==> config.mk <==
export PLATFORM = sky130hd
export DESIGN_NAME = running_rms_level_detector
export DESIGN_NICKNAME = d
export VERILOG_FILES = /design/src/design/rrld_pkg.sv /design/src/design/running_rms_level_detector.sv /design/src/design/rrld_mac.sv /design/src/design/rrld_div.sv /design/src/design/rrld_root.sv
export VERILOG_INCLUDE_DIRS = /design/src /design/src/design
export SDC_FILE = /design/constraint.sdc
export NUM_CORES = 1
export LEC_CHECK = 0
export BUFFER_PORTS_ARGS = -buffer_cell sky130_fd_sc_hd__buf_2
export CORE_ASPECT_RATIO = 1.25
export CORE_MARGIN = 5
export CORE_UTILIZATION = 60
export CTS_CLUSTER_DIAMETER = 100
export DETAILED_ROUTE_END_ITERATION = 10
export PLACE_DENSITY = 0.78
export SLEW_MARGIN = 30
export SYNTH_ARGS = -nofsm -noshare
export SYNTH_HDL_FRONTEND = slang
export SYNTH_HIERARCHICAL = 1
export SYNTH_SLANG_ARGS = --single-unit
==> constraint.sdc <==
create_clock -name clock -period 12.3 [get_ports clock]
set_input_delay 1.845 -clock clock [delete_from_list [all_inputs] [get_ports clock]]
set_output_delay 1.845 -clock clock [all_outputs]
set_load 0.05 [all_outputs]
==> src/design/running_rms_level_detector_assert.svh <==
// ----------------------------------------------------------------------------
// Running RMS level detector: assertion macros
// Shared concurrent assertion forms, same cycle and next cycle.
// ----------------------------------------------------------------------------
`ifndef RUNNING_RMS_LEVEL_DETECTOR_ASSERT_SVH
`define RUNNING_RMS_LEVEL_DETECTOR_ASSERT_SVH

// antecedent implies consequent in the same cycle
`define RRLD_ASSERT_IMPL(label, clk, rst, ante, cons) \
   label: assert property (@(posedge clk) disable iff (rst) (ante) |-> (cons)) \
      else $error("rrld assertion failed");

// antecedent implies consequent in the next cycle
`define RRLD_ASSERT_NEXT(label, clk, rst, ante, cons) \
   label: assert property (@(posedge clk) disable iff (rst) (ante) |=> (cons)) \
      else $error("rrld assertion failed");

`endif

==> src/design/rrld_pkg.sv <==
// ----------------------------------------------------------------------------
// rrld_pkg
// Widths, types, register codes and limits of the running RMS level detector.
// ----------------------------------------------------------------------------
package rrld_pkg;

   localparam int SAMPLE_BITS = 16;                    // Q1.(S-1) samples
   localparam int MAG_BITS    = SAMPLE_BITS;           // |x| up to 2^(S-1)
   localparam int MS_BITS     = 2 * SAMPLE_BITS - 1;   // Q2.(2S-2) mean square
   localparam int WF_BITS     = 13;
   localparam int NC_BITS     = 2;
   localparam int DIV_BITS    = WF_BITS + NC_BITS;     // divisor D
   localparam int NUM_BITS    = MS_BITS + DIV_BITS;    // ms*(D-1) + x*x
   localparam int MULT_STEPS  = (MAG_BITS > DIV_BITS) ? MAG_BITS : DIV_BITS;
   localparam int MULT_CNT_BITS = $clog2(MULT_STEPS);
   localparam int DIV_CNT_BITS  = $clog2(NUM_BITS);
   localparam int ROOT_BITS   = SAMPLE_BITS;
   localparam int RAD_BITS    = 2 * ROOT_BITS;
   localparam int ROOT_CNT_BITS = $clog2(ROOT_BITS);

   localparam int CSR_INDEX_BITS = 1;
   localparam int CSR_DATA_BITS  = WF_BITS;

   typedef logic [MAG_BITS-1:0]  mag_type;
   typedef logic [MS_BITS-1:0]   ms_type;
   typedef logic [DIV_BITS-1:0]  div_type;
   typedef logic [NUM_BITS-1:0]  num_type;
   typedef logic [ROOT_BITS-1:0] root_type;

   typedef enum logic [CSR_INDEX_BITS-1:0] {
      CSR_WINDOW_FRAMES = 1'b0,
      CSR_NUM_CHANNELS  = 1'b1
   } csr_index_type;

   localparam logic [WF_BITS-1:0] WF_RESET = WF_BITS'(480);
   localparam logic [NC_BITS-1:0] NC_RESET = NC_BITS'(2);

   localparam ms_type   MS_MAX   = ms_type'(1) << (2 * SAMPLE_BITS - 2);
   localparam root_type ROOT_MAX = root_type'(1) << (SAMPLE_BITS - 1);

endpackage

==> src/design/running_rms_level_detector.sv <==
// Sequencing: each request runs the 16-step serial multiply-accumulate and the 46-step
//   serial divider; block ends add two 16-step square roots, after which the result
//   shows on rsp_valid once the result register is free. A new request is taken only
//   once the block is back in idle (later if the previous result is still stalled).
// Reset (synchronous, active high): mean squares and saved RMS values clear to zero,
//   window_frames returns to 480 and num_channels to 2; no clearing pass.
// ----------------------------------------------------------------------------
// running_rms_level_detector
// Two-channel leaky mean-square tracker with RMS readout at block ends.
// ----------------------------------------------------------------------------
`include "running_rms_level_detector_assert.svh"

module running_rms_level_detector
   import rrld_pkg::*;
(
   input  logic                      clock,
   input  logic                      reset,
   // configuration
   input  logic                      csr_we,
   input  logic [CSR_INDEX_BITS-1:0] csr_index,
   input  logic [CSR_DATA_BITS-1:0]  csr_wdata,
   // request channel
   input  logic                      req_valid,
   output logic                      req_stall,
   input  logic [SAMPLE_BITS-1:0]    req_sample,
   input  logic                      req_channel,
   input  logic                      req_block_end,
   // result channel
   output logic                      rsp_valid,
   input  logic                      rsp_stall,
   output root_type                  rsp_rms_left,
   output root_type                  rsp_rms_right,
   output root_type                  rsp_prev_rms_left,
   output root_type                  rsp_prev_rms_right
);

   // Sequence per request:
   //   MAC    : acc = ms[ch]*(D-1) + |x|^2, one multiplier bit per cycle
   //   DIV    : ms[ch] = acc / D, one quotient bit per cycle
   //   ROOT_L : sqrt(ms[0])   (block end only)
   //   ROOT_R : sqrt(ms[1])
   //   EMIT   : load the result register once it is free
   typedef enum logic [2:0] {
      ST_IDLE,
      ST_MAC,
      ST_DIV,
      ST_ROOT_L,
      ST_ROOT_R,
      ST_EMIT
   } state_type;

   state_type            state_ff, state_in;
   logic [WF_BITS-1:0]   wf_ff, wf_in;
   logic [NC_BITS-1:0]   nc_ff, nc_in;
   ms_type               ms_ff [2];
   ms_type               ms_in [2];
   root_type             prev_ff [2];
   root_type             prev_in [2];
   logic                 ch_ff, ch_in;
   logic                 blk_ff, blk_in;
   root_type             cur_l_ff, cur_l_in;
   logic                 rsp_valid_ff, rsp_valid_in;
   root_type             rsp_l_ff, rsp_l_in;
   root_type             rsp_r_ff, rsp_r_in;
   root_type             rsp_pl_ff, rsp_pl_in;
   root_type             rsp_pr_ff, rsp_pr_in;

   logic                 accept;
   mag_type              mag;
   div_type              d_raw, d, dm1;
   logic                 mac_done, div_done, root_done;
   num_type              mac_acc;
   ms_type               div_quot;
   root_type             root_val;
   logic                 root_start;
   ms_type               ms_fwd_l;
   ms_type               root_radicand;

   // one request at a time; the result register decouples the output side
   assign req_stall = (state_ff != ST_IDLE);
   assign accept    = req_valid && !req_stall;

   // two's-complement magnitude; the most negative code maps to itself
   assign mag = req_sample[SAMPLE_BITS-1] ? (mag_type'(~req_sample) + mag_type'(1))
                                          : mag_type'(req_sample);

   // divisor D = frames * channels, zero treated as one
   assign d_raw = DIV_BITS'(wf_ff) * DIV_BITS'(nc_ff);
   assign d     = (d_raw == '0) ? div_type'(1) : d_raw;
   assign dm1   = d - div_type'(1);

   // left mean square with the fresh quotient forwarded on the DIV exit cycle
   assign ms_fwd_l      = (ch_ff == 1'b0) ? div_quot : ms_ff[0];
   assign root_radicand = (state_ff == ST_DIV) ? ms_fwd_l : ms_ff[1];
   assign root_start    = ((state_ff == ST_DIV) && div_done && blk_ff)
                       || ((state_ff == ST_ROOT_L) && root_done);

   rrld_mac u_mac (
      .clock (clock),
      .reset (reset),
      .start (accept),
      .mag   (mag),
      .ms    (ms_ff[req_channel]),
      .dm1   (dm1),
      .done  (mac_done),
      .acc   (mac_acc)
   );

   rrld_div u_div (
      .clock (clock),
      .reset (reset),
      .start ((state_ff == ST_MAC) && mac_done),
      .num   (mac_acc),
      .den   (d),
      .done  (div_done),
      .quot  (div_quot)
   );

   rrld_root u_root (
      .clock    (clock),
      .reset    (reset),
      .start    (root_start),
      .radicand (root_radicand),
      .done     (root_done),
      .root     (root_val)
   );

   always_comb begin
      state_in     = state_ff;
      wf_in        = wf_ff;
      nc_in        = nc_ff;
      ms_in        = ms_ff;
      prev_in      = prev_ff;
      ch_in        = ch_ff;
      blk_in       = blk_ff;
      cur_l_in     = cur_l_ff;
      rsp_valid_in = rsp_valid_ff && rsp_stall;
      rsp_l_in     = rsp_l_ff;
      rsp_r_in     = rsp_r_ff;
      rsp_pl_in    = rsp_pl_ff;
      rsp_pr_in    = rsp_pr_ff;

      // config writes must arrive only while idle; the block itself does not enforce this
      if (csr_we) begin
         unique case (csr_index)
            CSR_WINDOW_FRAMES: wf_in = csr_wdata[WF_BITS-1:0];
            CSR_NUM_CHANNELS:  nc_in = csr_wdata[NC_BITS-1:0];
            default: ;
         endcase
      end

      unique case (state_ff)
         ST_IDLE: begin
            if (accept) begin
               ch_in    = req_channel;
               blk_in   = req_block_end;
               state_in = ST_MAC;
            end
         end
         ST_MAC: begin
            if (mac_done) begin
               state_in = ST_DIV;
            end
         end
         ST_DIV: begin
            if (div_done) begin
               ms_in[ch_ff] = div_quot;
               state_in     = blk_ff ? ST_ROOT_L : ST_IDLE;
            end
         end
         ST_ROOT_L: begin
            if (root_done) begin
               cur_l_in = root_val;
               state_in = ST_ROOT_R;
            end
         end
         ST_ROOT_R: begin
            if (root_done) begin
               state_in = ST_EMIT;
            end
         end
         ST_EMIT: begin
            // root unit still holds the right-channel value
            if (!rsp_valid_ff || !rsp_stall) begin
               rsp_valid_in = 1'b1;
               rsp_l_in     = cur_l_ff;
               rsp_r_in     = root_val;
               rsp_pl_in    = prev_ff[0];
               rsp_pr_in    = prev_ff[1];
               prev_in[0]   = cur_l_ff;
               prev_in[1]   = root_val;
               state_in     = ST_IDLE;
            end
         end
         default: begin
            state_in = ST_IDLE;
         end
      endcase
   end

   always_ff @(posedge clock) begin
      if (reset) begin
         state_ff     <= ST_IDLE;
         wf_ff        <= WF_RESET;
         nc_ff        <= NC_RESET;
         ms_ff[0]     <= '0;
         ms_ff[1]     <= '0;
         prev_ff[0]   <= '0;
         prev_ff[1]   <= '0;
         rsp_valid_ff <= 1'b0;
      end else begin
         state_ff     <= state_in;
         wf_ff        <= wf_in;
         nc_ff        <= nc_in;
         ms_ff        <= ms_in;
         prev_ff      <= prev_in;
         rsp_valid_ff <= rsp_valid_in;
      end
      ch_ff     <= ch_in;
      blk_ff    <= blk_in;
      cur_l_ff  <= cur_l_in;
      rsp_l_ff  <= rsp_l_in;
      rsp_r_ff  <= rsp_r_in;
      rsp_pl_ff <= rsp_pl_in;
      rsp_pr_ff <= rsp_pr_in;
   end

   assign rsp_valid          = rsp_valid_ff;
   assign rsp_rms_left       = rsp_l_ff;
   assign rsp_rms_right      = rsp_r_ff;
   assign rsp_prev_rms_left  = rsp_pl_ff;
   assign rsp_prev_rms_right = rsp_pr_ff;

   // leaky update never leaves the Q2.30 range
   `RRLD_ASSERT_IMPL(a_ms_range, clock, reset, (state_ff == ST_DIV) && div_done, div_quot <= MS_MAX)
   // root of an in-range mean square fits Q1.15
   `RRLD_ASSERT_IMPL(a_root_range, clock, reset, root_done, root_val <= ROOT_MAX)
   // a new result only ever comes out of the emit step
   `RRLD_ASSERT_IMPL(a_rsp_source, clock, reset, $rose(rsp_valid_ff), $past(state_ff) == ST_EMIT)
   // an accepted request always starts the multiply-accumulate
   `RRLD_ASSERT_NEXT(a_accept_mac, clock, reset, accept, state_ff == ST_MAC)

endmodule

==> src/design/rrld_mac.sv <==
// ----------------------------------------------------------------------------
// rrld_mac
// Bit-serial multiply-accumulate: acc = ms*(D-1) + mag*mag, MSB first.
// ----------------------------------------------------------------------------
module rrld_mac
   import rrld_pkg::*;
(
   input  logic    clock,
   input  logic    reset,
   input  logic    start,
   input  mag_type mag,
   input  ms_type  ms,
   input  div_type dm1,
   output logic    done,
   output num_type acc
);

   logic                     busy_ff, busy_in;
   logic                     done_ff, done_in;
   logic [MULT_CNT_BITS-1:0] cnt_ff, cnt_in;
   logic [MULT_STEPS-1:0]    a_sr_ff, a_sr_in;   // multiplier bits of mag
   logic [MULT_STEPS-1:0]    b_sr_ff, b_sr_in;   // multiplier bits of D-1
   mag_type                  mag_ff, mag_in;
   ms_type                   ms_ff, ms_in;
   num_type                  acc_ff, acc_in;
   num_type                  a_term, b_term;

   always_comb begin
      busy_in = busy_ff;
      done_in = 1'b0;
      cnt_in  = cnt_ff;
      a_sr_in = a_sr_ff;
      b_sr_in = b_sr_ff;
      mag_in  = mag_ff;
      ms_in   = ms_ff;
      acc_in  = acc_ff;
      a_term  = a_sr_ff[MULT_STEPS-1] ? num_type'(mag_ff) : '0;
      b_term  = b_sr_ff[MULT_STEPS-1] ? num_type'(ms_ff) : '0;
      if (start) begin
         busy_in = 1'b1;
         cnt_in  = '0;
         a_sr_in = MULT_STEPS'(mag);
         b_sr_in = MULT_STEPS'(dm1);
         mag_in  = mag;
         ms_in   = ms;
         acc_in  = '0;
      end else if (busy_ff) begin
         acc_in  = (acc_ff << 1) + a_term + b_term;
         a_sr_in = a_sr_ff << 1;
         b_sr_in = b_sr_ff << 1;
         cnt_in  = cnt_ff + MULT_CNT_BITS'(1);
         if (cnt_ff == MULT_CNT_BITS'(MULT_STEPS - 1)) begin
            busy_in = 1'b0;
            done_in = 1'b1;
         end
      end
   end

   always_ff @(posedge clock) begin
      if (reset) begin
         busy_ff <= 1'b0;
         done_ff <= 1'b0;
         cnt_ff  <= '0;
      end else begin
         busy_ff <= busy_in;
         done_ff <= done_in;
         cnt_ff  <= cnt_in;
      end
      a_sr_ff <= a_sr_in;
      b_sr_ff <= b_sr_in;
      mag_ff  <= mag_in;
      ms_ff   <= ms_in;
      acc_ff  <= acc_in;
   end

   assign done = done_ff;
   assign acc  = acc_ff;

endmodule

==> src/design/rrld_div.sv <==
// ----------------------------------------------------------------------------
// rrld_div
// Restoring divider, one quotient bit per cycle.
// ----------------------------------------------------------------------------
module rrld_div
   import rrld_pkg::*;
(
   input  logic    clock,
   input  logic    reset,
   input  logic    start,
   input  num_type num,
   input  div_type den,
   output logic    done,
   output ms_type  quot
);

   logic                    busy_ff, busy_in;
   logic                    done_ff, done_in;
   logic [DIV_CNT_BITS-1:0] cnt_ff, cnt_in;
   num_type                 num_sr_ff, num_sr_in;  // dividend out, quotient in
   div_type                 rem_ff, rem_in;
   div_type                 den_ff, den_in;
   logic [DIV_BITS:0]       trial;
   logic                    ge;

   always_comb begin
      busy_in   = busy_ff;
      done_in   = 1'b0;
      cnt_in    = cnt_ff;
      num_sr_in = num_sr_ff;
      rem_in    = rem_ff;
      den_in    = den_ff;
      trial     = {rem_ff, num_sr_ff[NUM_BITS-1]};
      ge        = trial >= {1'b0, den_ff};
      if (start) begin
         busy_in   = 1'b1;
         cnt_in    = '0;
         num_sr_in = num;
         rem_in    = '0;
         den_in    = den;
      end else if (busy_ff) begin
         rem_in    = ge ? DIV_BITS'(trial - {1'b0, den_ff}) : trial[DIV_BITS-1:0];
         num_sr_in = {num_sr_ff[NUM_BITS-2:0], ge};
         cnt_in    = cnt_ff + DIV_CNT_BITS'(1);
         if (cnt_ff == DIV_CNT_BITS'(NUM_BITS - 1)) begin
            busy_in = 1'b0;
            done_in = 1'b1;
         end
      end
   end

   always_ff @(posedge clock) begin
      if (reset) begin
         busy_ff <= 1'b0;
         done_ff <= 1'b0;
         cnt_ff  <= '0;
      end else begin
         busy_ff <= busy_in;
         done_ff <= done_in;
         cnt_ff  <= cnt_in;
      end
      num_sr_ff <= num_sr_in;
      rem_ff    <= rem_in;
      den_ff    <= den_in;
   end

   // quotient never exceeds the mean-square range
   assign done = done_ff;
   assign quot = num_sr_ff[MS_BITS-1:0];

endmodule

==> src/design/rrld_root.sv <==
// ----------------------------------------------------------------------------
// rrld_root
// Floor square root, two radicand bits per cycle, one root bit per cycle.
// ----------------------------------------------------------------------------
module rrld_root
   import rrld_pkg::*;
(
   input  logic     clock,
   input  logic     reset,
   input  logic     start,
   input  ms_type   radicand,
   output logic     done,
   output root_type root
);

   logic                     busy_ff, busy_in;
   logic                     done_ff, done_in;
   logic [ROOT_CNT_BITS-1:0] cnt_ff, cnt_in;
   logic [RAD_BITS-1:0]      rad_sr_ff, rad_sr_in;
   logic [ROOT_BITS+1:0]     rem_ff, rem_in;
   root_type                 root_ff, root_in;
   logic [ROOT_BITS+1:0]     pend;
   logic [ROOT_BITS+1:0]     trial;
   logic                     ge;

   always_comb begin
      busy_in   = busy_ff;
      done_in   = 1'b0;
      cnt_in    = cnt_ff;
      rad_sr_in = rad_sr_ff;
      rem_in    = rem_ff;
      root_in   = root_ff;
      pend      = {rem_ff[ROOT_BITS-1:0], rad_sr_ff[RAD_BITS-1 -: 2]};
      trial     = {root_ff, 2'b01};
      ge        = pend >= trial;
      if (start) begin
         busy_in   = 1'b1;
         cnt_in    = '0;
         rad_sr_in = RAD_BITS'(radicand);
         rem_in    = '0;
         root_in   = '0;
      end else if (busy_ff) begin
         rem_in    = ge ? (pend - trial) : pend;
         root_in   = {root_ff[ROOT_BITS-2:0], ge};
         rad_sr_in = rad_sr_ff << 2;
         cnt_in    = cnt_ff + ROOT_CNT_BITS'(1);
         if (cnt_ff == ROOT_CNT_BITS'(ROOT_BITS - 1)) begin
            busy_in = 1'b0;
            done_in = 1'b1;
         end
      end
   end

   always_ff @(posedge clock) begin
      if (reset) begin
         busy_ff <= 1'b0;
         done_ff <= 1'b0;
         cnt_ff  <= '0;
      end else begin
         busy_ff <= busy_in;
         done_ff <= done_in;
         cnt_ff  <= cnt_in;
      end
      rad_sr_ff <= rad_sr_in;
      rem_ff    <= rem_in;
      root_ff   <= root_in;
   end

   assign done = done_ff;
   assign root = root_ff;

endmodule

==> flow_metrics.py, run 1 <==
metrics = {
    "synth": {
        "mappedNetlistArea_sq_um": 24700,
        "postSynthRegisterBits": 480,
        "synth_cell_types": 96,
        "ys.warnings.count": 6,
        "postSynthAreaPerCell_sq_um": 10.3,
        "synth_sequential_area_ratio": 0.491,
        "synth-edff-count": 252,
        "synth_largest_type_area_fraction": 0.306,
        "post_synth_inst_count": 2390,
        "dominantRegCellSynth": "edfxtp_1",
        "ys_top_cells_by_area": "edfxtp_1 (31%), dfxtp_1 (18%), mux2_2 (6.2%)",
        "ys_async_sr_fraction": 0,
        "synth_top_area_cell": "edfxtp_1",
        "synthesis.nets": 2544,
    },
    "clock_network": {
        "tritoncts_sink_count": 480,
        "postCtsSetupRepairBufs": 0,
        "tritoncts.num_buffers": 48,
        "tritoncts": "built",
        "cts-resized-gates": 0,
        "clk_transition_reported_paths_ns": 0.06,
        "worstSkewPairLatency_ns": 0.59,
        "ctsRootBufferMaster": "clkbuf_16",
        "cts_hold_repair.buffers": 0,
        "cts.path.max_buffers": 3,
        "cts.htree.levels": 2,
    },
    "pwr": {
        "vdd_ir_drop_max_mv": 0.148,
        "power_density_of_the_placed_cells_nw_per_um2": 157,
        "cellLeakagePower_uw": 0.0104,
        "report.power.total_uw": 4230,
    },
    "floorplan": {
        "top_level_ports": 103,
        "dieWidth_um": 191,
        "die_h_um": 237,
        "die-area_sq_um": 45300,
        "start_util": 0.603,
        "coreArea_sq_um": 40900,
        "row_count": 83,
    },
    "sta": {
        "fmaxAchievable_mhz": 208,
        "grt_setup_unrepaired": "no",
        "finalSetupTns_ns": 0,
        "period_share": 0.391,
        "setup_viol": 0,
        "slew_violations": 0,
        "final_hold_viol_count": 0,
        "worst_pin_slew_ns": 0.989,
        "maxSlewHeadroom": 0.339,
        "period_needed_ns": 4.80,
        "worst_clock_skew_ns": 0.0186,
    },
    "routing": {
        "drt_antenna_net_count": 0,
        "vias_per_cell": 6.00,
        "route.detailed.drc": 0,
        "routed_wirelength_um": 57600,
        "detail_route.iter0.violations": 1133,
        "avgRoutedWirePerCell_um": 19.3,
        "num_vias": 17900,
        "drt_pass1_iterations": 5,
    },
    "layout": {
        "num-fill-cells": 3226,
        "final_nets": 2550,
        "n_antenna_cell": 0,
        "post_route_cells_drive_above_1_share": 0.158,
        "total_area_of_multi_input_combinational_cells_sq_um": 11500,
        "area.growth.synth_to_final_pct": 9.18,
        "final-seq-area_sq_um": 12100,
        "final_common_cell": "nand2_1",
        "layout_common_cells": "nand2_1 (321), edfxtp_1 (252), dfxtp_1 (226)",
    },
    "setup_path": {
        "critical_path.reg2reg.endpoint": "u_mac/b_sr_ff[6]",
        "regToRegSetupSlack_ns": 7.50,
        "crit-reg2reg-launch": "nc_ff[1]",
        "worstSetupStartpoint": "nc_ff[1]",
        "timing.setup.critical_path_class": "reg -> reg",
        "end_kind": "register",
        "reg2regPathDepth": 17,
        "peak_fanout_along_the_critical_path": 15,
        "critPathArrivalTime_ns": 5.14,
        "crit_path_end": "u_mac/b_sr_ff[6]",
        "startpoint_type": "register",
        "cp.required_ns": 12.64,
    },
    "global_route": {
        "grt_antenna_before_repair": 0,
        "grtUsageMet2": 0.456,
        "use_met3": 0.0403,
        "overflow": 0,
        "globalRouteTotalUtil": 0.252,
        "grt_most_used_layer": "met2",
        "grt_start_max_net_pins": 97,
        "grtUsageMet1": 0.304,
        "grt_first_pass_wirelength_um": 93300,
        "number_of_global_route_vias_before_repair": 18000,
    },
    "place": {
        "post_detail_place_hpwl_um": 38900,
        "place.gp.congestion": 0.944,
        "portBuffers": 102,
    },
    "job": {
        "maxCapViolations": 0,
    },
    "hold_path": {
        "worstHoldPathType": "reg -> reg",
    },
    "outcome": {
        "outcome": "finished, final reports clean",
    },
}
final cells by class:
| cell class | instances | area share |
|---|---|---|
| Sequential cell | 480 | 0.450 |
| Multi-Input combinational cell | 1676 | 0.426 |
| Clock buffer | 69 | 0.0525 |
| Tap cell | 552 | 0.0256 |
| Timing Repair Buffer | 121 | 0.0245 |
| Clock inverter | 21 | 0.0113 |
| Inverter | 69 | 0.00965 |
cell usage after synthesis, types with 23 or more instances:
library cell    n
clkbuf_1       94
and2_1         77
nor2_1        156
nand3_1        36
nand4_1        30
mux2i_1        78
mux2_2        135
a21o_1         33
dfxtp_1       228
a211oi_1       23
a21oi_1       206
edfxtp_1      252
o21ai_0        81
inv_1          67
nand2_1       322
ha_1           99
xor2_1         51
nor3_1         27
xnor2_1        42
buf_4          34
routing by layer:
layer / routed length [um] / up-vias / share of wire
li1: - / 8542 / -
met1: 23300 / 8820 / 0.40
met2: 30000 / 470 / 0.52
met3: 2720 / 109 / 0.047
met4: 1630 / 0 / 0.028
met5: 0 / - / 0
worst min-delay path by stage:
stage	startpoint	end	slack, ns	cells past startpoint
after floorplan	prev_ff[16]	rsp_prev_rms_left[0]	0.41	0
after global placement	prev_ff[23]	rsp_prev_rms_left[7]	0.41	0
after detailed placement	prev_ff[30]	rsp_prev_rms_left[14]	0.42	0
after CTS	prev_ff[30]	rsp_prev_rms_left[14]	0.43	0
after global routing	prev_ff[3]	rsp_prev_rms_right[3]	0.44	0
final	prev_ff[30]	rsp_prev_rms_left[14]	0.43	0
critical path: stages, from the launching register on:
cell and delay (ns):
dfxtp_1 0.60, and2_1 0.21, ha_1 0.17, inv_1 0.05, fa_1 0.40, nand2b_1 0.20, a21oi_1 0.17, xor2_1 0.15
or4_4 0.52, or3_4 0.43, nor4_2 0.41, nand2_1 0.12, o21a_1 0.22, ha_1 0.20, nand2_1 0.17, nor3_1 0.08
xor2_1 0.16, mux2_2 0.28
where the power goes:
group | internal, uW | leakage, uW | switching [uW]
Clock | 950 | 0.000833 | 627
Sequential | 1780 | 0.00422 | 69.1
Combinational | 317 | 0.00534 | 486
logic make-up (layout without fill, tap and decap cells):
logic type	count (synthesis)	after routing	share of synthesized area
AND/OR/NAND/NOR	758	758	0.146
AO/OA/AOI/OAI	494	494	0.126
flip-flops	480	480	0.491
buffers and inverters	234	280	0.0449
multiplexers	214	214	0.0937
adder cells (fa/ha/maj)	117	117	0.0648
XOR/XNOR	93	93	0.0330
flip-flops by register name (all words and copies together) (netlist names), 31 cells and up:
name              cells
ms_ff                62
u_mac/ms_ff          31
u_mac/acc            46
prev_ff              32
u_div/num_sr_ff      46
u_root/rad_sr_ff     32
stage by stage:
stage                     instance area [sq um]   util  std cells  hold slack [ns]  setup slack (ns)
after floorplan                           24700      -       2390            0.408              7.51
after global placement                    25200  0.617       2898            0.413              7.58
after detailed placement                  25200  0.617       2898            0.416              7.54
after CTS                                 27000  0.659       2988            0.431              7.53
after global routing                      27000  0.659       2988            0.437              7.21
final                                     27000  0.659       2988            0.432              7.50
Power figures use the tool's default switching activity.
==> inputs of run 2 (changes only) <==
--- a/config.mk
+++ b/config.mk
@@ -6,13 +6,14 @@
 export SDC_FILE = /design/constraint.sdc
 export NUM_CORES = 1
 export LEC_CHECK = 0
+export ABC_AREA = 1
 export BUFFER_PORTS_ARGS = -buffer_cell sky130_fd_sc_hd__buf_2
 export CORE_ASPECT_RATIO = 1.25
 export CORE_MARGIN = 5
-export CORE_UTILIZATION = 60
+export CORE_UTILIZATION = 57
 export CTS_CLUSTER_DIAMETER = 100
 export DETAILED_ROUTE_END_ITERATION = 10
-export PLACE_DENSITY = 0.78
+export PLACE_DENSITY = 0.77
 export SLEW_MARGIN = 30
 export SYNTH_ARGS = -nofsm -noshare
 export SYNTH_HDL_FRONTEND = slang
==> constraint.sdc (replaced) <==
create_clock -name clock -period 4.04 [get_ports clock]
set_input_delay 0.606 -clock clock [delete_from_list [all_inputs] [get_ports clock]]
set_output_delay 0.606 -clock clock [all_outputs]
set_load 0.05 [all_outputs]
==> run 2 against run 1 <==
Synthesized cell count increased by 49%. Worst setup slack got worse by 7.0 ns. Via count increased by 23%. Worst hold slack got worse by 0.26 ns. Design area increased by 8.7%. Area after synthesis increased by 8.6%. Routed wire length increased by 11%. Sequential power increased to 3.4 times the previous value. Core utilization decreased by 3.4 points. Clock skew increased by 0.011 ns.
==> flow_metrics.py, run 2 <==
metrics = {
    "synth": {
        "commonest_cells_in_the_netlist": "nand2_1 (1168), inv_1 (546), nor2_1 (275)",
        "synthesis.nets": 3727,
        "mappedNetlistArea_sq_um": 26800,
        "ys_async_sr_fraction": 0,
        "post_synth_inst_count": 3573,
        "ys_top_cells_by_area": "edfxtp_1 (28%), dfxtp_1 (17%), nand2_1 (16%)",
        "synth_top_area_cell": "edfxtp_1",
        "dominantRegCellSynth": "edfxtp_1",
        "synth_sequential_area_ratio": 0.452,
        "synth_largest_type_area_fraction": 0.282,
        "ys.warnings.count": 6,
        "postSynthRegisterBits": 480,
        "post-synth-top-count-cell": "nand2_1",
        "synth-edff-count": 252,
        "postSynthAreaPerCell_sq_um": 7.51,
        "synth_cell_types": 50,
    },
    "place": {
        "dp.cells": 4196,
        "post_detail_place_hpwl_um": 46200,
        "place.gp.congestion": 0.945,
        "portBuffers": 102,
    },
    "setup_path": {
        "peak_fanout_along_the_critical_path": 14,
        "cp_top_family": "simple AND/OR/NAND/NOR gates",
        "timing.setup.critical_path_class": "reg -> reg",
        "critPathArrivalTime_ns": 3.95,
        "cp_common_cell": "nand2_1",
        "startpoint_type": "register",
        "end_kind": "register",
        "cp.required_ns": 4.40,
        "worstPathBufferInverterCount": 3,
        "timing.critical_path.slowest_stage_cell": "dfxtp_1",
        "crit_path_cell_trace": "nand2_1 -> inv_1 -> ha_1 -> inv_1 -> fa_1 -> inv_1 -> nand3_1 -> nand2_1 -> nand3_1 -> nand4_1 -> nand2_1 -> nand2_2 -> nor2_2 -> a21oi_4 -> ha_1 -> nand2_1 -> nor2_1 -> nand3_1 -> nor2_1 -> xor2_1 -> nand2_1 -> nand2_1",
        "slowest_delay_ns": 0.58,
    },
    "routing": {
        "vias_per_cell": 5.15,
        "num_vias": 22100,
        "detail_route.iter0.violations": 1468,
        "avgRoutedWirePerCell_um": 15.0,
        "drt_pass1_iterations": 5,
        "drt_antenna_net_count": 0,
        "route.detailed.drc": 0,
        "routed_wirelength_um": 64100,
    },
    "layout": {
        "final_cell_count_no_fill": 4286,
        "final_common_cell": "nand2_1",
        "layout_common_cells": "nand2_1 (1167), inv_1 (543), nor2_1 (271)",
        "num-fill-cells": 4134,
        "largest_reg_flops": 62,
        "area.growth.synth_to_final_pct": 9.27,
        "final_nets": 3762,
        "registers.top_by_ff_count": "ms_ff",
        "fin_util": 0.625,
        "final-seq-area_sq_um": 12100,
        "post_route_cells_drive_above_1_share": 0.0949,
        "total_area_of_multi_input_combinational_cells_sq_um": 11900,
    },
    "floorplan": {
        "top_level_ports": 103,
        "row_count": 89,
        "die_h_um": 253,
        "dieWidth_um": 204,
        "coreArea_sq_um": 46900,
        "start_util": 0.572,
        "die-area_sq_um": 51500,
    },
    "clock_network": {
        "postCtsSetupRepairBufs": 0,
        "tritoncts": "built",
        "tritoncts_sink_count": 480,
        "cts-resized-gates": 0,
        "cts_hold_repair.buffers": 0,
        "worstSkewPairLatency_ns": 0.60,
        "tritoncts.num_buffers": 47,
        "cts.htree.levels": 2,
        "ctsRootBufferMaster": "clkbuf_16",
        "clk_transition_reported_paths_ns": 0.07,
        "cts.path.max_buffers": 3,
    },
    "sta": {
        "grt_setup_unrepaired": "no",
        "setup_viol": 0,
        "finalSetupTns_ns": 0,
        "final_hold_viol_count": 0,
        "hold_ws_ns": 0.174,
        "period_needed_ns": 3.59,
        "worst_pin_slew_ns": 0.800,
        "fmaxAchievable_mhz": 279,
        "maxSlewHeadroom": 0.466,
        "slew_violations": 0,
        "period_share": 0.889,
        "worst_clock_skew_ns": 0.0298,
    },
    "outcome": {
        "outcome": "finished, final reports clean",
    },
    "global_route": {
        "number_of_global_route_vias_before_repair": 20700,
        "grt_first_pass_wirelength_um": 105000,
        "grt_antenna_before_repair": 4,
        "grt_start_max_net_pins": 98,
        "overflow": 0,
        "globalRouteTotalUtil": 0.247,
    },
    "job": {
        "maxCapViolations": 0,
    },
    "pwr": {
        "report.power.total_uw": 14700,
        "power_density_of_the_placed_cells_nw_per_um2": 501,
        "vdd_ir_drop_max_mv": 0.562,
        "cellLeakagePower_uw": 0.0143,
    },
    "hold_path": {
        "worstHoldPathType": "in -> reg",
    },
}
## run 2: stage by stage
step           setup WS, ns  cell area (sq um)
6_report              0.450              29300
4_1_cts               0.411              29300
3_5_place_dp          0.419              27700
3_3_place_gp          0.457              27700
5_1_grt              0.0430              29300
2_1_floorplan         0.609              26800
## run 2: report_power, final
part	internal, uW	switching [uW]	leakage, uW	total [uW]
clock network	2590	1980	0.000781	4570
logic	1230	2590	0.00937	3820
registers	5850	439	0.00415	6290
## run 2: path summary, 6_finish.rpt
path	slack [ns]	from	cells past startpoint	end
worst min register to register	0.42	prev_ff[19]	0	rsp_prev_rms_left[3]
worst min-delay path	0.17	req_block_end	1	blk_ff
worst max-delay path	0.45	nc_ff[0]	22	u_mac/b_sr_ff[12]
worst max register to register	0.45	nc_ff[0]	22	u_mac/b_sr_ff[12]
## run 2: per-layer routing
layer	global-route usage	vias up	routed length, um
li1	-	11300	-
met1	0.332	10100	27800
met2	0.413	561	30400
met3	0.0393	119	3870
met4	0.0789	6	1910
met5	0	-	46
## run 2: layout make-up
class,instances,share of cell area
multi-input combinational,2376,0.404
clock buffer,58,0.0433
tap,637,0.0272
antenna,2,0.000171
timing repair buffer,130,0.0256
sequential,480,0.414
clock inverter,30,0.0118
inverter,573,0.0735
## run 2: cells by family (layout without fill, tap and decap cells)
kind of cell             count (synthesis)  after routing  share of synthesized area
AO/OA/AOI/OAI                          416            416                     0.0815
XOR/XNOR                                51             51                     0.0169
adder cells (fa/ha/maj)                117            117                     0.0596
buffers and inverters                  717            791                      0.107
flip-flops                             480            480                      0.452
other                                    0              2                          0
AND/OR/NAND/NOR                       1792           1792                      0.283
## run 2: worst register-to-register path: cells and delay by family, from the launching register on
kind            cells  cell delay [ns]
simple gates       14             1.40
fa+ha+maj           3             0.84
flops               1             0.58
buf+inv             3             0.25
compound gates      1             0.22
xor+xnor            1             0.08
